**src/rtl/cbvb_pkg.sv**
```systemverilog
`default_nettype none

package cbvb_pkg;

    localparam int DET_COLS    = 1024;
    localparam int DET_ROWS    = 64;
    localparam int STORE_DEPTH = DET_COLS * DET_ROWS;
    localparam int ADDR_W      = $clog2(STORE_DEPTH);
    localparam int COL_W       = $clog2(DET_COLS);
    localparam int ROW_W       = $clog2(DET_ROWS);

    localparam int MUL_W  = 34;
    localparam int PROD_W = 2 * MUL_W;
    localparam int DIV_W  = 64;

    localparam int CORDIC_STEPS   = 28;
    localparam int CORDIC_IDX_W   = $clog2(CORDIC_STEPS);
    localparam int CORDIC_GAIN_Q30 = 652032875;
    localparam int TWO_PI_Q44      = 1686629713;
    localparam int FINAL_SCALE_Q32 = 3022022;

    localparam logic signed [63:0] SUM_MAX = 64'sh0000_7FFF_FFFF_FFFF;
    localparam logic signed [63:0] SUM_MIN = 64'shFFFF_8000_0000_0000;

    localparam logic [1:0] CMD_LOAD        = 2'd0;
    localparam logic [1:0] CMD_BACKPROJECT = 2'd1;
    localparam logic [1:0] CMD_FINALIZE    = 2'd2;

    localparam int CFG_IDX_W  = 3;
    localparam int CFG_DATA_W = 32;
    localparam logic [CFG_IDX_W-1:0] CFG_SCAN_RADIUS  = 3'd0;
    localparam logic [CFG_IDX_W-1:0] CFG_DET_DIST     = 3'd1;
    localparam logic [CFG_IDX_W-1:0] CFG_COL_SCALE    = 3'd2;
    localparam logic [CFG_IDX_W-1:0] CFG_ROW_SCALE    = 3'd3;
    localparam logic [CFG_IDX_W-1:0] CFG_COL_CENTER   = 3'd4;
    localparam logic [CFG_IDX_W-1:0] CFG_ROW_CENTER   = 3'd5;
    localparam logic [CFG_IDX_W-1:0] CFG_FOV_LIMIT_SQ = 3'd6;

    function automatic logic signed [31:0] atan_q28(input logic [CORDIC_IDX_W-1:0] i);
        logic signed [31:0] r;
        case (i)
            5'd0:  r = 32'sd210828714;
            5'd1:  r = 32'sd124459457;
            5'd2:  r = 32'sd65760959;
            5'd3:  r = 32'sd33381290;
            5'd4:  r = 32'sd16755422;
            5'd5:  r = 32'sd8385879;
            5'd6:  r = 32'sd4193963;
            5'd7:  r = 32'sd2097109;
            5'd8:  r = 32'sd1048571;
            5'd9:  r = 32'sd524287;
            5'd10: r = 32'sd262144;
            5'd11: r = 32'sd131072;
            5'd12: r = 32'sd65536;
            5'd13: r = 32'sd32768;
            5'd14: r = 32'sd16384;
            5'd15: r = 32'sd8192;
            5'd16: r = 32'sd4096;
            5'd17: r = 32'sd2048;
            5'd18: r = 32'sd1024;
            5'd19: r = 32'sd512;
            5'd20: r = 32'sd256;
            5'd21: r = 32'sd128;
            5'd22: r = 32'sd64;
            5'd23: r = 32'sd32;
            5'd24: r = 32'sd16;
            5'd25: r = 32'sd8;
            5'd26: r = 32'sd4;
            5'd27: r = 32'sd2;
            default: r = 32'sd0;
        endcase
        return r;
    endfunction

endpackage

`default_nettype wire

```
**src/rtl/cbvb_mul.sv**
```systemverilog
`default_nettype none

module cbvb_mul import cbvb_pkg::*; (
    input  wire logic                     i_clk,
    input  wire logic signed [MUL_W-1:0]  i_a,
    input  wire logic signed [MUL_W-1:0]  i_b,
    output logic      signed [PROD_W-1:0] o_prod
);

    logic signed [PROD_W-1:0] r_prod;

    always_ff @(posedge i_clk) begin
        r_prod <= i_a * i_b;
    end

    assign o_prod = r_prod;

endmodule

`default_nettype wire

```
**config.mk**
```make
export PLATFORM = sky130hd
export DESIGN_NAME = cbvb_mul
export DESIGN_NICKNAME = d
export VERILOG_FILES = /design/src/rtl/cbvb_pkg.sv /design/src/rtl/cbvb_mul.sv
export SDC_FILE = /design/constraint.sdc
export NUM_CORES = 2
export LEC_CHECK = 0
export ABC_AREA = 0
export ABC_CLOCK_PERIOD_IN_PS = 10400
export BUFFER_PORTS_ARGS = -buffer_cell sky130_fd_sc_hd__buf_2
export CAP_MARGIN = 30
export CORE_ASPECT_RATIO = 1.1
export CORE_UTILIZATION = 55
export CTS_BUF_LIST = sky130_fd_sc_hd__clkbuf_8
export DETAILED_ROUTE_END_ITERATION = 6
export PLACE_DENSITY = 0.81
export SYNTH_ARGS = -nofsm -noshare
export SYNTH_HDL_FRONTEND = slang
export SYNTH_SLANG_ARGS = --single-unit
```
**constraint.sdc**
```tcl
create_clock -name i_clk -period 10.4 [get_ports i_clk]
set_input_delay 1.04 -clock i_clk [delete_from_list [all_inputs] [get_ports i_clk]]
set_output_delay 1.04 -clock i_clk [all_outputs]
set_load 0.05 [all_outputs]
```
* Word level (Yosys, flattened, before mapping)
Index checks and enable logic that the tools add are counted.
Storage, ports and cells: word-level logic and storage cells 2, input port bits 69, latch bits 0, memories 0, ROM bits 0, bits in registers 68, RAM bits 0, output and inout bits 68
Cells by class: equality and inequality tests 0, $add $sub $neg 0, magnitude comparators 0, divide/modulo/power cells 0, reduce and logical (&&, ||, !) cells 0, $mul 1, bitwise gates (word level) 0, shift-type cells 0, muxes and demuxes 0
Operator list (number):
- $mul 34x34->68 | 1

* Depth between registers and ports, before layout
depth after elaboration 1, mapped depth 31, gate-level depth less buffers 29

* Least setup slack after synthesis
No wires, ideal clock.
path kind input to register, start point input port i_a[33], end point register r_prod[65] (netlist: o_prod[65]), data arrival time 8.458 ns, data required time 10.328 ns, setup time 0.072 ns, stages 24, buffers on the path 2, slack 1.870 ns, cells stage by stage clkbuf_1 -> nand2_1 -> inv_1 -> fa_1 -> fa_1 -> fa_1 -> fa_1 -> inv_1 -> fa_1 -> fa_1 -> fa_1 -> fa_1 -> inv_1 -> ha_1 -> clkdlybuf4s50_2 -> nand3_1 -> or2_2 -> nor2_1 -> a221oi_1 -> o21ai_0 -> a31oi_2 -> nor2_2 -> o41ai_2 -> xnor2_1
On the way: longest elaborated chain between the ends 1
RTL lines:
- start, declared | RTL line cbvb_mul.sv:5 | input wire logic signed [MUL_W-1:0] i_a,
- $mul 34x34->68 | RTL line cbvb_mul.sv:13 | r_prod <= i_a * i_b;
- end signal, assigned | RTL line cbvb_mul.sv:13
- end, declared | RTL line cbvb_mul.sv:10 | logic signed [PROD_W-1:0] r_prod;
No other way between the ends.

* Worst setup path after layout
start point input port i_b[10], end point register r_prod[65] (netlist: o_prod[65])
On the way: longest elaborated chain between the ends 1
RTL lines:
- start, declared | RTL line cbvb_mul.sv:6 | input wire logic signed [MUL_W-1:0] i_b,
- $mul 34x34->68 | RTL line cbvb_mul.sv:13
No other way between the ends.

==> run_results.csv <==
group,metric,value,unit
timing,setup_tns,0,ns
cts,cts_resized,0,
layout,area_delta_synth_final,3.54,%
timing,finalCriticalPeriod,9.03,ns
logic_synthesis,synth_nets,6068,
logic_synthesis,synthFlopType,"dfxtp_1",
global_routing,grt_usage,0.310,
timing,tightest_slew,1.02,ns
floorplan,fp-row-count,107,
setup_path,path_delay_family,"adder cells",
timing,finalSetupViolCount,0,
hold_path,hp-start,"i_b[0]",
cts,cts_hold_buffers,0,
routing,wl_met3,11300,um
floorplan,core_area,77400,sq um
logic_synthesis,synth_compound_area_frac,0.0335,
cts,clock_sinks,68,
logic_synthesis,synth_mux_area_frac,0,
routing,wl_met2,55800,um
global_routing,gr-total-overflow,0,
cts,post_cts_buffers,0,
cts,clock_path_buffers,2,
setup_path,cp_common_cell,"fa_1",
layout,largest_reg_flops,68,
cts,cts_tree,"yes",
routing,postRouteAntennaNets,0,
timing,maxSlewViolCount,0,
routing,m1WireLength,39300,um
hold_path,min_path_type,"input port to register",
routing,remaining_drc_errors,0,
logic_synthesis,syn_area,43000,sq um
placed_design,place.gp.congestion,0.937,
floorplan,initial_utilization,0.556,
logic_synthesis,synth-xor-area-share,0.0161,
timing,max_freq,111,MHz
floorplan,ios,137,
cts,clk_pin_slew_worst_paths,0.10,ns
logic_synthesis,synthAdderAreaFrac,0.637,
logic_synthesis,synthArstFlopShare,0,
floorplan,die_w,269,um
logic_synthesis,avgSynthCellArea,9.45,sq um
routing,vias_per_cell,5.53,
setup_path,critPathArrivalTime,9.42,ns
cts,htree_num_levels,3,
setup_path,cp-end-kind,"register",
floorplan,fp.dieArea,79400,sq um
cts,cts-root-buf,"clkbuf_8",
timing,period_share,0.868,
global_routing,antenna_found_initial,15,
layout,layout_common_cells,"1241 x fa_1, 1231 x inv_1, 621 x and2_1",
logic_synthesis,synthCells,4554,
setup_path,cpPeakStageDelay,0.73,ns
setup_path,setup.worst_path.start,"i_b[10]",
routing,drt_first_pass_iters,5,
run_status,status,"complete, no violations",
logic_synthesis,synth-edff-count,0,
setup_path,cp_num_buf_inv,6,
global_routing,grt_pass1_vias,34900,
routing,dr.max_layer_used,"met5",
timing,slew_headroom,0.317,
logic_synthesis,synth_cell_types,69,
layout,nets,6013,
setup_path,cp_slowest_cell,"buf_2",
logic_synthesis,ys_warn_count,0,
setup_path,cp_max_fo,34,
routing,wl_per_cell,20.4,um
floorplan,die_y,295,um
setup_path,crit_type,"input port to register",
routing,drt_wl_total,113000,um
timing,hold_viol,0,
placed_design,dp_hpwl,89100,um
job,max_cap_violations,0,
cts,cts_buffers,9,
setup_path,required,10.80,ns
global_routing,grt_max_degree,35,
routing,drt_iter0_markers,2290,
global_routing,grt_pass1_wl,186000,um
logic_synthesis,synth_top_family_by_area,"adder cells",
logic_synthesis,yosysSeqAreaShare,0.0316,
layout,final_common_cell,"fa_1",
routing,dr_total_vias,30700,
timing,grt_setup_unrepaired,"false",
layout,drive_above_1_share,0.0466,
logic_synthesis,synthSimpleGateAreaFrac,0.154,
placed_design,numPortBuffers,136,
setup_path,startpoint_type,"input port",
logic_synthesis,synth-seq-cells,68,
==> cells in the mapped netlist (6+ instances only) <==
library cell	number	area share
fa_1	1241	0.58
inv_1	1231	0.11
and2_1	621	0.090
nand2_1	542	0.047
clkbuf_1	214	0.019
ha_1	204	0.059
dfxtp_1	68	0.032
a21oi_1	61	0.0071
xnor2_1	56	0.011
nor2_1	54	0.0047
a21o_1	37	0.0065
o21ai_0	31	0.0036
xor2_1	23	0.0047
nand2b_1	20	0.0029
o21bai_1	12	0.0021
nand3_1	11	0.0013
nand4_1	11	0.0016
nor2b_1	9	0.0013
a31oi_1	7	0.0010
o21ai_1	7	0.00081
a211oi_1	6	0.0010
==> path summary, 6_finish.rpt <==
kind / to / slack (ns) / cells past startpoint
setup / recovery: o_prod[65] / 1.37 / 26
hold / removal: o_prod[0] / 1.20 / 2
==> cell families (layout without fill, tap and decap cells) <==
kind of cell,count (synthesis),count (layout)
AO/OA/AOI/OAI,206,206
XOR/XNOR,79,79
adder cells (fa/ha/maj),1445,1445
buffers and inverters,1460,1410
flip-flops,68,68
other,0,7
AND/OR/NAND/NOR,1296,1296
==> stage by stage <==
stage | instance area, sq um | hold WS, ns | utilization | setup slack, ns | std cells
final | 44600 | 1.20 | 0.576 | 1.37 | 5546
after global routing | 44500 | 1.20 | 0.576 | 1.17 | 5541
after CTS | 44500 | 1.17 | 0.575 | 1.43 | 5538
after detailed placement | 44300 | 1.51 | 0.573 | 0.990 | 5522
after global placement | 44300 | 1.51 | 0.573 | 1.11 | 5522
after floorplan | 43000 | 1.17 | - | 1.87 | 4554
==> area by class of cell <==
class	instances	area, sq um
Multi-Input combinational cell	3026	36100
Fill cell	6581	32800
Inverter	1232	4620
Sequential cell	68	1360
Tap cell	1035	1290
Timing Repair Buffer	162	906
Clock buffer	9	124
Clock inverter	7	82.6
Antenna cell	7	17.5
==> layer usage <==
layer | vias to the layer above | track usage
met1 | 15900 | 0.379
met5 | - | 0
met4 | 20 | 0.156
met2 | 1595 | 0.517
met3 | 465 | 0.0723
li1 | 12700 | -
Power is not shown: default switching activity piles up to over one toggle a cycle in this logic, so the estimate is an artifact.
